### src/rca_pkg.sv
// ----------------------------------------------------------------------------
// Rotating channel allocator package
// Shared constants, command and status codes, and the control and status
// bundles between the controller and the datapath.
// ----------------------------------------------------------------------------
package rca_pkg;

    // Number of bearer channels on the link, one mask bit per channel.
    localparam int CHANNELS = 32;
    localparam int CH_W     = $clog2(CHANNELS);
    localparam int CNT_W    = 6;
    localparam int CFG_W    = 32;
    localparam int CFG_IDX_W = 2;

    // Reset value of the voice channel mask: framing and signalling slots off.
    localparam logic [CHANNELS-1:0] VOICE_RESET = CHANNELS'(32'hFFFE_FFFE);

    // Configuration register indexes.
    typedef enum logic [CFG_IDX_W-1:0] {
        REG_VOICE_MASK = 2'd0,
        REG_OUT_BLOCK  = 2'd1,
        REG_IN_BLOCK   = 2'd2,
        REG_UNUSED     = 2'd3
    } t_reg_idx;

    // Command codes of an input word.
    typedef enum logic [1:0] {
        CMD_ALLOC   = 2'd0,
        CMD_CAPTURE = 2'd1,
        CMD_FREE    = 2'd2,
        CMD_RESTART = 2'd3
    } t_command;

    // Status codes of a result word.
    typedef enum logic [2:0] {
        ST_OK        = 3'd0,
        ST_LINK_DOWN = 3'd1,
        ST_NO_FREE   = 3'd2,
        ST_SET_BUSY  = 3'd3,
        ST_NOT_BUSY  = 3'd4
    } t_status;

    // Controller to datapath commands.
    typedef struct packed {
        logic load_item;
        logic scan_init;
        logic scan_step;
        logic wrap_step;
        logic commit;
    } t_dp_cmd;

    // Datapath to controller status.
    typedef struct packed {
        logic alloc_go;
        logic scan_last;
    } t_dp_stat;

endpackage

### src/rca_ctrl.sv
// ----------------------------------------------------------------------------
// Rotating channel allocator controller
// Sequences one input word through decode, the channel scan and the result
// register, and runs the handshakes of both channels.
// ----------------------------------------------------------------------------
module rca_ctrl (
    input  logic              i_clk,
    input  logic              i_rst_n,
    input  logic              i_in_valid,
    output logic              o_in_ready,
    output logic              o_out_valid,
    input  logic              i_out_ready,
    input  rca_pkg::t_dp_stat i_stat,
    output rca_pkg::t_dp_cmd  o_cmd
);
    import rca_pkg::*;

    typedef enum logic [2:0] {
        S_IDLE,
        S_DECODE,
        S_SCAN,
        S_WRAP,
        S_DONE
    } t_state;

    t_state r_state;
    logic   r_in_ready;
    logic   r_out_valid;
    logic   w_accept;
    logic   w_commit;

    assign o_in_ready  = r_in_ready;
    assign o_out_valid = r_out_valid;

    // A result may be loaded once the output register is empty or draining.
    assign w_accept = i_in_valid && r_in_ready;
    assign w_commit = (r_state == S_DONE) && (!r_out_valid || i_out_ready);

    // Commands to the datapath follow from the state.
    always_comb begin
        o_cmd           = '0;
        o_cmd.load_item = w_accept;
        o_cmd.scan_init = (r_state == S_DECODE) && i_stat.alloc_go;
        o_cmd.scan_step = (r_state == S_SCAN);
        o_cmd.wrap_step = (r_state == S_WRAP);
        o_cmd.commit    = w_commit;
    end

    // State and registered handshake outputs.
    always_ff @(posedge i_clk) begin
        if (!i_rst_n) begin
            r_state     <= S_IDLE;
            r_in_ready  <= 1'b0;
            r_out_valid <= 1'b0;
        end else begin
            // The output register fills on commit and empties when taken.
            r_out_valid <= w_commit || (r_out_valid && !i_out_ready);
            unique case (r_state)
                S_IDLE: begin
                    r_in_ready <= !w_accept;
                    if (w_accept) begin
                        r_state <= S_DECODE;
                    end
                end
                S_DECODE: begin
                    r_state <= i_stat.alloc_go ? S_SCAN : S_DONE;
                end
                S_SCAN: begin
                    if (i_stat.scan_last) begin
                        r_state <= S_WRAP;
                    end
                end
                S_WRAP: begin
                    r_state <= S_DONE;
                end
                S_DONE: begin
                    if (w_commit) begin
                        r_in_ready <= 1'b1;
                        r_state    <= S_IDLE;
                    end
                end
                default: begin
                    r_state <= S_IDLE;
                end
            endcase
        end
    end

endmodule

### src/rca_dp.sv
// ----------------------------------------------------------------------------
// Rotating channel allocator datapath
// Holds the configuration masks, the busy mask and rotation point, the
// captured input word, the channel scan registers and the result register.
// ----------------------------------------------------------------------------
module rca_dp (
    input  logic                           i_clk,
    input  logic                           i_rst_n,
    input  logic                           i_cfg_we,
    input  logic [rca_pkg::CFG_IDX_W-1:0]  i_cfg_idx,
    input  logic [rca_pkg::CFG_W-1:0]      i_cfg_data,
    input  logic [1:0]                     i_command,
    input  logic [rca_pkg::CNT_W-1:0]      i_channel_count,
    input  logic                           i_outgoing,
    input  logic [rca_pkg::CHANNELS-1:0]   i_channel_set,
    input  logic                           i_link_active,
    input  rca_pkg::t_dp_cmd               i_cmd,
    output rca_pkg::t_dp_stat              o_stat,
    output logic [2:0]                     o_status,
    output logic [rca_pkg::CHANNELS-1:0]   o_granted_channels,
    output logic [rca_pkg::CHANNELS-1:0]   o_busy_channels
);
    import rca_pkg::*;

    // Configuration and persistent state.
    logic [CHANNELS-1:0] r_voice;
    logic [CHANNELS-1:0] r_out_block;
    logic [CHANNELS-1:0] r_in_block;
    logic [CHANNELS-1:0] r_busy;
    logic [CH_W-1:0]     r_rot_point;
    logic                r_rot_valid;

    // Captured input word.
    t_command            r_cmd;
    logic [CNT_W-1:0]    r_want;
    logic                r_outgoing;
    logic [CHANNELS-1:0] r_set;
    logic                r_link;

    // Scan registers.
    logic [CH_W-1:0]     r_ch;
    logic [CH_W-1:0]     r_step;
    logic [CNT_W-1:0]    r_got;
    logic [CHANNELS-1:0] r_grant;
    logic [CH_W-1:0]     r_first;
    logic                r_skip;
    logic [CH_W-1:0]     r_defer_ch;
    logic                r_defer_ok;

    // Result register.
    t_status             r_status;
    logic [CHANNELS-1:0] r_granted;
    logic [CHANNELS-1:0] r_busy_out;

    logic [CHANNELS-1:0] w_free;
    logic                w_ch_free;
    logic                w_need_more;
    logic [CH_W-1:0]     w_next_ch;
    logic [CH_W-1:0]     w_start_ch;
    t_status             n_status;
    logic [CHANNELS-1:0] n_granted;
    logic [CHANNELS-1:0] n_busy;
    logic [CH_W-1:0]     n_rot_point;
    logic                n_rot_valid;

    assign o_status           = r_status;
    assign o_granted_channels = r_granted;
    assign o_busy_channels    = r_busy_out;

    // Free channels for the direction of the held word.
    assign w_free = r_voice & ~r_busy & ~(r_outgoing ? r_out_block : r_in_block);

    assign w_ch_free   = w_free[r_ch];
    assign w_need_more = (r_got < r_want);
    assign w_next_ch   = (r_ch == CH_W'(CHANNELS - 1)) ? '0 : CH_W'(r_ch + 1'b1);
    assign w_start_ch  = (r_rot_point == CH_W'(CHANNELS - 1)) ? '0
                                                              : CH_W'(r_rot_point + 1'b1);

    assign o_stat.alloc_go  = (r_cmd == CMD_ALLOC) && r_link && (r_want != '0);
    assign o_stat.scan_last = (r_step == CH_W'(CHANNELS - 1));

    // Result and next state of the held command.
    always_comb begin
        n_status    = ST_OK;
        n_granted   = '0;
        n_busy      = r_busy;
        n_rot_point = r_rot_point;
        n_rot_valid = r_rot_valid;
        unique case (r_cmd)
            CMD_ALLOC: begin
                if (!r_link) begin
                    n_status = ST_LINK_DOWN;
                end else if ((r_want == '0) || (r_got != r_want)) begin
                    n_status = ST_NO_FREE;
                end else begin
                    n_granted   = r_grant;
                    n_busy      = r_busy | r_grant;
                    n_rot_point = r_first;
                    n_rot_valid = 1'b1;
                end
            end
            CMD_CAPTURE: begin
                if ((r_set & ~w_free) != '0) begin
                    n_status = ST_SET_BUSY;
                end else begin
                    n_granted = r_set;
                    n_busy    = r_busy | r_set;
                end
            end
            CMD_FREE: begin
                if ((r_set & ~r_busy) != '0) begin
                    n_status = ST_NOT_BUSY;
                end
                n_busy = r_busy & ~r_set;
            end
            CMD_RESTART: begin
                n_rot_point = '0;
                n_rot_valid = 1'b0;
            end
            default: begin
                n_status = ST_OK;
            end
        endcase
    end

    // Configuration, busy mask and rotation point.
    always_ff @(posedge i_clk) begin
        if (!i_rst_n) begin
            r_voice     <= VOICE_RESET;
            r_out_block <= '0;
            r_in_block  <= '0;
            r_busy      <= '0;
            r_rot_point <= '0;
            r_rot_valid <= 1'b0;
        end else begin
            if (i_cfg_we) begin
                unique case (t_reg_idx'(i_cfg_idx))
                    REG_VOICE_MASK: r_voice     <= CHANNELS'(i_cfg_data);
                    REG_OUT_BLOCK:  r_out_block <= CHANNELS'(i_cfg_data);
                    REG_IN_BLOCK:   r_in_block  <= CHANNELS'(i_cfg_data);
                    default: begin
                    end
                endcase
            end
            if (i_cmd.commit) begin
                r_busy      <= n_busy;
                r_rot_point <= n_rot_point;
                r_rot_valid <= n_rot_valid;
            end
        end
    end

    // Input word capture, channel scan and result register.
    always_ff @(posedge i_clk) begin
        if (i_cmd.load_item) begin
            r_cmd      <= t_command'(i_command);
            r_want     <= i_channel_count;
            r_outgoing <= i_outgoing;
            r_set      <= i_channel_set;
            r_link     <= i_link_active;
        end

        // Without a rotation point, the scan runs from channel zero and holds
        // back the lowest free channel so that it is taken last.
        if (i_cmd.scan_init) begin
            r_ch       <= r_rot_valid ? w_start_ch : '0;
            r_skip     <= !r_rot_valid;
            r_step     <= '0;
            r_got      <= '0;
            r_grant    <= '0;
            r_first    <= '0;
            r_defer_ok <= 1'b0;
        end

        if (i_cmd.scan_step) begin
            r_ch   <= w_next_ch;
            r_step <= CH_W'(r_step + 1'b1);
            if (r_skip && w_ch_free) begin
                r_skip     <= 1'b0;
                r_defer_ch <= r_ch;
                r_defer_ok <= 1'b1;
            end else if (w_ch_free && w_need_more) begin
                r_grant[r_ch] <= 1'b1;
                r_got         <= CNT_W'(r_got + 1'b1);
                if (r_got == '0) begin
                    r_first <= r_ch;
                end
            end
        end

        // The held-back lowest channel closes the wrapped scan.
        if (i_cmd.wrap_step && r_defer_ok && w_need_more) begin
            r_grant[r_defer_ch] <= 1'b1;
            r_got               <= CNT_W'(r_got + 1'b1);
            if (r_got == '0) begin
                r_first <= r_defer_ch;
            end
        end

        if (i_cmd.commit) begin
            r_status   <= n_status;
            r_granted  <= n_granted;
            r_busy_out <= n_busy;
        end
    end

endmodule

### src/rotating_channel_allocator.sv
// ----------------------------------------------------------------------------
// Rotating channel allocator
// Allocates, captures and frees bearer channels of one TDM link, granting
// channels for allocate-any in rotating order.
// ----------------------------------------------------------------------------
//  Channel   Handshake                     Word
//  input     i_in_valid / o_in_ready       command, count, direction, set, link
//  output    o_out_valid / i_out_ready     status, granted mask, busy mask
//  config    i_cfg_we (no wait)            register index and 32-bit data
//
// An allocate-any with the link up and a nonzero count runs the whole channel
// scan before its result, even when too few channels turn out to be free: the
// scan visits one channel per cycle over all 32 channels and then places the
// held-back lowest channel, if one was held back. Every other word goes from
// decode straight to the result register. The next word is accepted in the
// cycle after a result is loaded. Reset is synchronous and active low; it
// restores the configuration masks and clears the busy mask and rotation
// point. A new word is accepted while an earlier result still waits in the
// output register; a finished result then waits until that register drains.
// ----------------------------------------------------------------------------
module rotating_channel_allocator (
    input  logic                           i_clk,
    input  logic                           i_rst_n,
    input  logic                           i_cfg_we,
    input  logic [rca_pkg::CFG_IDX_W-1:0]  i_cfg_idx,
    input  logic [rca_pkg::CFG_W-1:0]      i_cfg_data,
    input  logic                           i_in_valid,
    output logic                           o_in_ready,
    input  logic [1:0]                     i_command,
    input  logic [rca_pkg::CNT_W-1:0]      i_channel_count,
    input  logic                           i_outgoing,
    input  logic [rca_pkg::CHANNELS-1:0]   i_channel_set,
    input  logic                           i_link_active,
    output logic                           o_out_valid,
    input  logic                           i_out_ready,
    output logic [2:0]                     o_status,
    output logic [rca_pkg::CHANNELS-1:0]   o_granted_channels,
    output logic [rca_pkg::CHANNELS-1:0]   o_busy_channels
);
    import rca_pkg::*;

    t_dp_cmd  w_cmd;
    t_dp_stat w_stat;

    // Sequencing and handshakes.
    rca_ctrl u_ctrl (
        .i_clk       (i_clk),
        .i_rst_n     (i_rst_n),
        .i_in_valid  (i_in_valid),
        .o_in_ready  (o_in_ready),
        .o_out_valid (o_out_valid),
        .i_out_ready (i_out_ready),
        .i_stat      (w_stat),
        .o_cmd       (w_cmd)
    );

    // Masks, scan and result.
    rca_dp u_dp (
        .i_clk              (i_clk),
        .i_rst_n            (i_rst_n),
        .i_cfg_we           (i_cfg_we),
        .i_cfg_idx          (i_cfg_idx),
        .i_cfg_data         (i_cfg_data),
        .i_command          (i_command),
        .i_channel_count    (i_channel_count),
        .i_outgoing         (i_outgoing),
        .i_channel_set      (i_channel_set),
        .i_link_active      (i_link_active),
        .i_cmd              (w_cmd),
        .o_stat             (w_stat),
        .o_status           (o_status),
        .o_granted_channels (o_granted_channels),
        .o_busy_channels    (o_busy_channels)
    );

endmodule
### config.mk
export PLATFORM = sky130hd
export DESIGN_NAME = rotating_channel_allocator
export DESIGN_NICKNAME = d
export VERILOG_FILES = /design/src/rca_pkg.sv /design/src/rca_ctrl.sv /design/src/rca_dp.sv /design/src/rotating_channel_allocator.sv
export SDC_FILE = /design/constraint.sdc
export NUM_CORES = 1
export LEC_CHECK = 0
export BUFFER_PORTS_ARGS = -buffer_cell sky130_fd_sc_hd__buf_2
export CORE_ASPECT_RATIO = 0.7
export CORE_UTILIZATION = 45
export CTS_BUF_LIST = sky130_fd_sc_hd__clkbuf_2 sky130_fd_sc_hd__clkbuf_4 sky130_fd_sc_hd__clkbuf_8
export CTS_CLUSTER_DIAMETER = 60
export DETAILED_ROUTE_END_ITERATION = 12
export PLACE_DENSITY = 0.71
export SLEW_MARGIN = 5
export SYNTH_ARGS = -nofsm -noshare
export SYNTH_HDL_FRONTEND = slang
export SYNTH_SLANG_ARGS = --single-unit
export TNS_END_PERCENT = 1
### constraint.sdc
create_clock -name i_clk -period 7.7 [get_ports i_clk]
set_input_delay 1.54 -clock i_clk [delete_from_list [all_inputs] [get_ports i_clk]]
set_output_delay 1.54 -clock i_clk [all_outputs]
set_load 0.005 [all_outputs]
# --- Word-level counts from Yosys, hierarchy flattened ---
# Cells that the tools add are included.
totals:
  register_bits: 308
  input_bits: 81
  output_inout_bits: 69
op_classes:
  n_addsub: 4
  order_cmp: 5
  eq_ne: 18
  mux: 63
  n_bitwise: 13
  n_reduce_logical: 37
ops:
  columns: ["cell", "count"]
  rows:
  - ["two-way mux 32 bit", 12]
  - ["AND 32 bit", 5]
  - ["NOT 32 bit", 4]
  - ["OR 32 bit", 4]
  - ["case mux 32 bit (3 select lines)", 1]
  - ["two-way mux 5 bit", 16]
  - ["case mux 32 bit (2 select lines)", 1]
  - ["nonzero test 32 bit", 2]
  - ["two-way mux 6 bit", 5]
  - ["two-way mux 3 bit", 6]
  - ["adder 5 x 1 -> 5 bit (second input constant)", 3]
  - ["equality test 5 bit (second input constant)", 3]
  - ["case mux 3 bit (5 select lines)", 1]
  - ["logical AND 1 bit", 12]
  - ["zero test 6 bit", 2]
  - ["less-than comparator 5 x 6 -> 1 bit (second input constant)", 2]
  - ["two-way mux 1 bit", 12]
  - ["demux 1 bit (select 5 bit)", 2]
  - ["greater-or-equal comparator 5 x 1 -> 1 bit (second input constant)", 2]
  - ["case mux 5 bit (2 select lines)", 1]
  - ["AND reduction 2 bit", 5]
  - ["case mux 3 bit (3 select lines)", 1]
  - ["!= test 2 x 1 -> 1 bit (second input constant)", 4]
  - ["adder 6 x 1 -> 6 bit (second input constant)", 1]
  - ["19 further kinds", 33]

# --- Longest topological paths before layout ---
logic_depth:
  word_depth: 11
  mapped_depth: 12

# --- Modules after synthesis ---
# From an unflattened synthesis, not the netlist that was laid out.
unflattened:
  hier_cells: 1495
  hier_area_um2: 14415.1
modules_own_cells:
  columns: ["module", "instances", "cells_per_inst", "area_per_inst_um2", "seq_area_each_um2"]
  rows:
  - ["rca_dp", 1, 1465, 14163.6, 7307.0]
  - ["rca_ctrl", 1, 30, 251.5, 100.1]

# --- Worst setup path before layout ---
# OpenSTA, ideal clock, no wires.
synth_path:
  path_kind: "in2reg"
  from: "input i_out_ready"
  to: "register u_dp.r_busy_out[0] (netlist: u_dp.o_busy_channels[0]) (enable)"
  setup_time_ns: 0.421
  arrival_time_ns: 3.110
  required_time_ns: 7.279
  path_slack_ns: 4.169
  stages: 3
  path_buffers: 0
  cell_sequence: "nand2b_1 -> nand3_1 -> inv_1"
synth_via:
  elab_chain_len: 2
synth_rtl:
  columns: ["item", "line", "rtl"]
  rows:
  - ["start: declaration", "rotating_channel_allocator.sv:35", "input logic i_out_ready,"]
  - ["logical OR 1 bit", "rca_ctrl.sv:37", "assign w_commit = (r_state == S_DONE) && (!r_out_valid || i_out_ready);"]
  - ["logical AND 1 bit", "rca_ctrl.sv:37", null]
  - ["via u_ctrl.w_commit", "rca_ctrl.sv:30", "logic w_commit;"]
  - ["end signal: assignment", "rca_dp.sv:203", "r_busy_out <= n_busy;"]
  - ["end: declaration", "rca_dp.sv:53", "logic [CHANNELS-1:0] r_busy_out;"]
# The timed path passes the listed nets, and every way through them passes these cells.
# A chain may end at the register's enable or synchronous reset.

# --- Worst setup path in the final report ---
layout_path:
  from: "register u_dp.r_outgoing"
  to: "register u_dp.r_busy_out[26] (netlist: u_dp.o_busy_channels[26]), data pin"
layout_via:
  elab_chain_len: 8
layout_rtl:
  columns: ["item", "line", "rtl"]
  rows:
  - ["start: declaration", "rca_dp.sv:36", "logic r_outgoing;"]
  - ["start signal: assignment", "rca_dp.sv:158", "r_outgoing <= i_outgoing;"]
  - ["two-way mux 32 bit", "rca_dp.sv:71", "assign w_free = r_voice & ~r_busy & ~(r_outgoing ? r_out_block : r_in_block);"]
  - ["NOT 32 bit", "rca_dp.sv:71", null]
  - ["AND 32 bit", "rca_dp.sv:71", null]
  - ["NOT 32 bit", "rca_dp.sv:103", "if ((r_set & ~w_free) != '0) begin"]
  - ["AND 32 bit", "rca_dp.sv:103", null]
  - ["nonzero test 32 bit", "rca_dp.sv:103", null]
  - ["two-way mux 32 bit", "rca_dp.sv:103", null]
  - ["case mux 32 bit (3 select lines)", "rca_dp.sv:89", "unique case (r_cmd)"]
  - ["via u_dp.n_busy[26]", "rca_dp.sv:62", "logic [CHANNELS-1:0] n_busy;"]
# The timed path passes the listed nets, and every way through them passes these cells.

==> results.cfg <==
[cells_and_area]
antenna_cells = 0
final_common_cell = nand2_1
areaGrowthSynthToFinish_pct = 14.7
drive_gt1_share_pct = 17.0
final_core_utilization_pct = 53.3
post-route-cell-area_um2 = 15700
final_cell_mix = nand2_1, dfxtp_1, o21ai_0, buf_2, edfxtp_1
fin_nets = 1655
nFillCells = 2702

[worst_setup_path]
endpoint_kind = register
critical_path_class = register to register
cp.required_ns = 8.11
rrSetupSlack_ns = 3.95
cp.arrival_ns = 4.17
worstPathMaxFanout = 32
cp-start-kind = register
reg2regPathDepth = 9

[synth]
synth-edff-count = 124
async_flop_share_pct = 0
synth_ff_type = dfxtp_1
yosysWarnings = 0
syn_area_um2 = 13700
ys_ff_latch = 308
yosysSeqAreaShare_pct = 54.2
synth.area.top_cells = edfxtp_1, dfxtp_1, nand2_1
ys_types = 60
yosysTopAreaCellShare_pct = 27.2
postSynthCellCount = 1427
syn_nets = 1529
avgSynthCellArea_um2 = 9.58
synth_top_area_cell = edfxtp_1

[grt]
grt_max_degree = 110
grtUsageTotal_pct = 27.0
first_global_vias = 10500
antenna_found_initial = 0
gr-total-overflow = 0
grt_pass1_wl_um = 63800

[place]
place_area_um2 = 14700
gp_congestion = 0.959
numPortBuffers = 149
hpwl_um = 29100

[timing]
worstMarginPinSlew_ns = 1.22
fin_skew_ns = 0.0355
timing.final.crit_share_pct = 48.8
slew-limit-headroom_pct = 18.4
finalSetupTns_ns = 0
fin_crit_ns = 3.75
rsz0062_at_grt = no
finalMaxSlewViolations = 0
setup_viol = 0
hold_viol = 0
max_freq_ghz = 0.266

[clocking]
path_clk_slew_ns = 0.06
cts_buffers = 47
cts_num_sinks = 308
cts_tree = done
cts_max_level = 2
holdBufCountCts = 0
post_cts_buffers = 0
cts-root-buf = clkbuf_8
insertion_delay_ns = 0.60
clock_path_buffers = 3
cts_resized = 0

[routing]
wirelength_um = 42600
drt_first_pass_iters = 5
drc = 0
drtIter0Drc = 1240
ant_nets = 0
vias_per_cell = 5.83
routedWlPerCell_um = 21.4
vias = 11600

[hold_path]
whs_path_depth = 1
hp-class = register to register

[power_and_ir_drop]
power_mw = 3.43
power.leakage_nw = 6.43
intPower_mw = 2.61
power.density_nw_per_um2 = 219
ir_drop_v = 0.000137
clkPwrFrac_pct = 41.8
pwr-share-comb_pct = 6.2
p_seq_share_pct = 52.0
p_sw_mw = 0.817
switching_share_pct = 23.8

[die]
die_w_um = 210
die-area_um2 = 31100
initial_core_util_pct = 46.5
core_um2 = 29400
die_y_um = 148
fp-row-count = 52
ioPinCount = 150

[outcome]
status = finished, final reports clean

[run]
cap_violations = 0
==> cell families (layout without fill, tap and decap cells) <==
family	Yosys count	after routing	synth area share [%]
AOI/OAI and AO/OA	420	420	19.2
adders and majority gates	21	21	1.92
DFF	308	308	54.2
xor gates and xnor gates	6	6	0.384
buffers and inverters	171	334	4.99
and+or+nand+nor	460	460	16.3
muxes	41	41	3.08
==> registers in the layout (all words and copies together) (netlist names), 6 cells and up <==
signal and flops:
u_dp.r_out_block 32, u_dp.r_set 32, u_dp.r_busy 32, u_dp.r_voice 32, u_dp.r_in_block 32, u_dp.r_want 6, u_dp.r_grant 32, u_dp.r_got 6
u_dp.o_granted_channels 32, u_dp.o_busy_channels 32
==> area by class of cell <==
type,instances,area (um^2),area share (%)
Timing Repair Buffer,164,861,5.49
Clock inverter,4,20.0,0.128
Multi-Input combinational cell,948,5590,35.7
Inverter,84,315,2.01
Clock buffer,82,978,6.24
Tap cell,405,507,3.23
Sequential cell,308,7410,47.2
==> per-stage QoR <==
stage	setup slack (ns)	hold slack, ns	instances
after global routing	3.74	0.480	1995
after floorplan	4.17	0.419	1427
after global placement	3.85	0.427	1909
after CTS	3.98	0.456	1995
final	3.95	0.450	1995
after detailed placement	3.74	0.441	1909
==> layer usage <==
metal	routed length (um)	up-vias	GRT usage (%)
met1	19500	5559	41.8
met4	650	0	6.39
met3	5450	62	8.39
met2	17100	643	35.9
li1	-	5361	-
met5	0	-	0
==> final timing paths <==
| check | startpoint | endpoint |
|---|---|---|
| max | u_dp.r_outgoing | u_dp.o_busy_channels[26] |
| min | u_dp.r_defer_ok | u_dp.r_defer_ok |
| min reg2reg | u_dp.r_defer_ok | u_dp.r_defer_ok |
| max reg2reg | u_dp.r_outgoing | u_dp.o_busy_channels[26] |
==> power groups by stage <==
stage	clock [mW]	sequential, mW	combinational (mW)
final	1.43	1.78	0.211
after global placement	0	1.81	0.204
after floorplan	0	1.80	0.133
after CTS	1.45	1.78	0.209
after global routing	1.53	1.79	0.232
after detailed placement	0	1.82	0.208
==> synthesized netlist by cell type (all sizes together), types with 3 or more instances <==
master	instances
a21oi	46
and3b	5
and3	14
o221ai	3
inv	83
nand4b	9
nor3b	14
o2111ai	4
o21ai	174
ha	21
buf	17
nor3	8
edfxtp	124
a221oi	3
o31ai	3
mux2	6
nor2b	11
o211ai	7
a21o	4
a21boi	71
dfxtp	184
or4	3
nand4	12
nand3b	25
xor2	3
or3b	5
or2	3
mux2i	35
and2	3
nor2	56
clkbuf	70
nand2	225
a311oi	3
a22oi	81
xnor2	3
nand2b	8
or3	4
o22ai	8
nand3	50
==> worst max-delay path: stages, from the launching register on <==
cell and delay [ns]:
edfxtp_1 0.32, buf_4 0.48, mux2i_1 0.41, nand3b_1 0.17, a22oi_1 0.29, nand4_1 0.12
or4_4 0.58, nor2_4 0.68, a22oi_1 0.29, o21ai_1 0.21
Power figures use the tool's default switching activity.
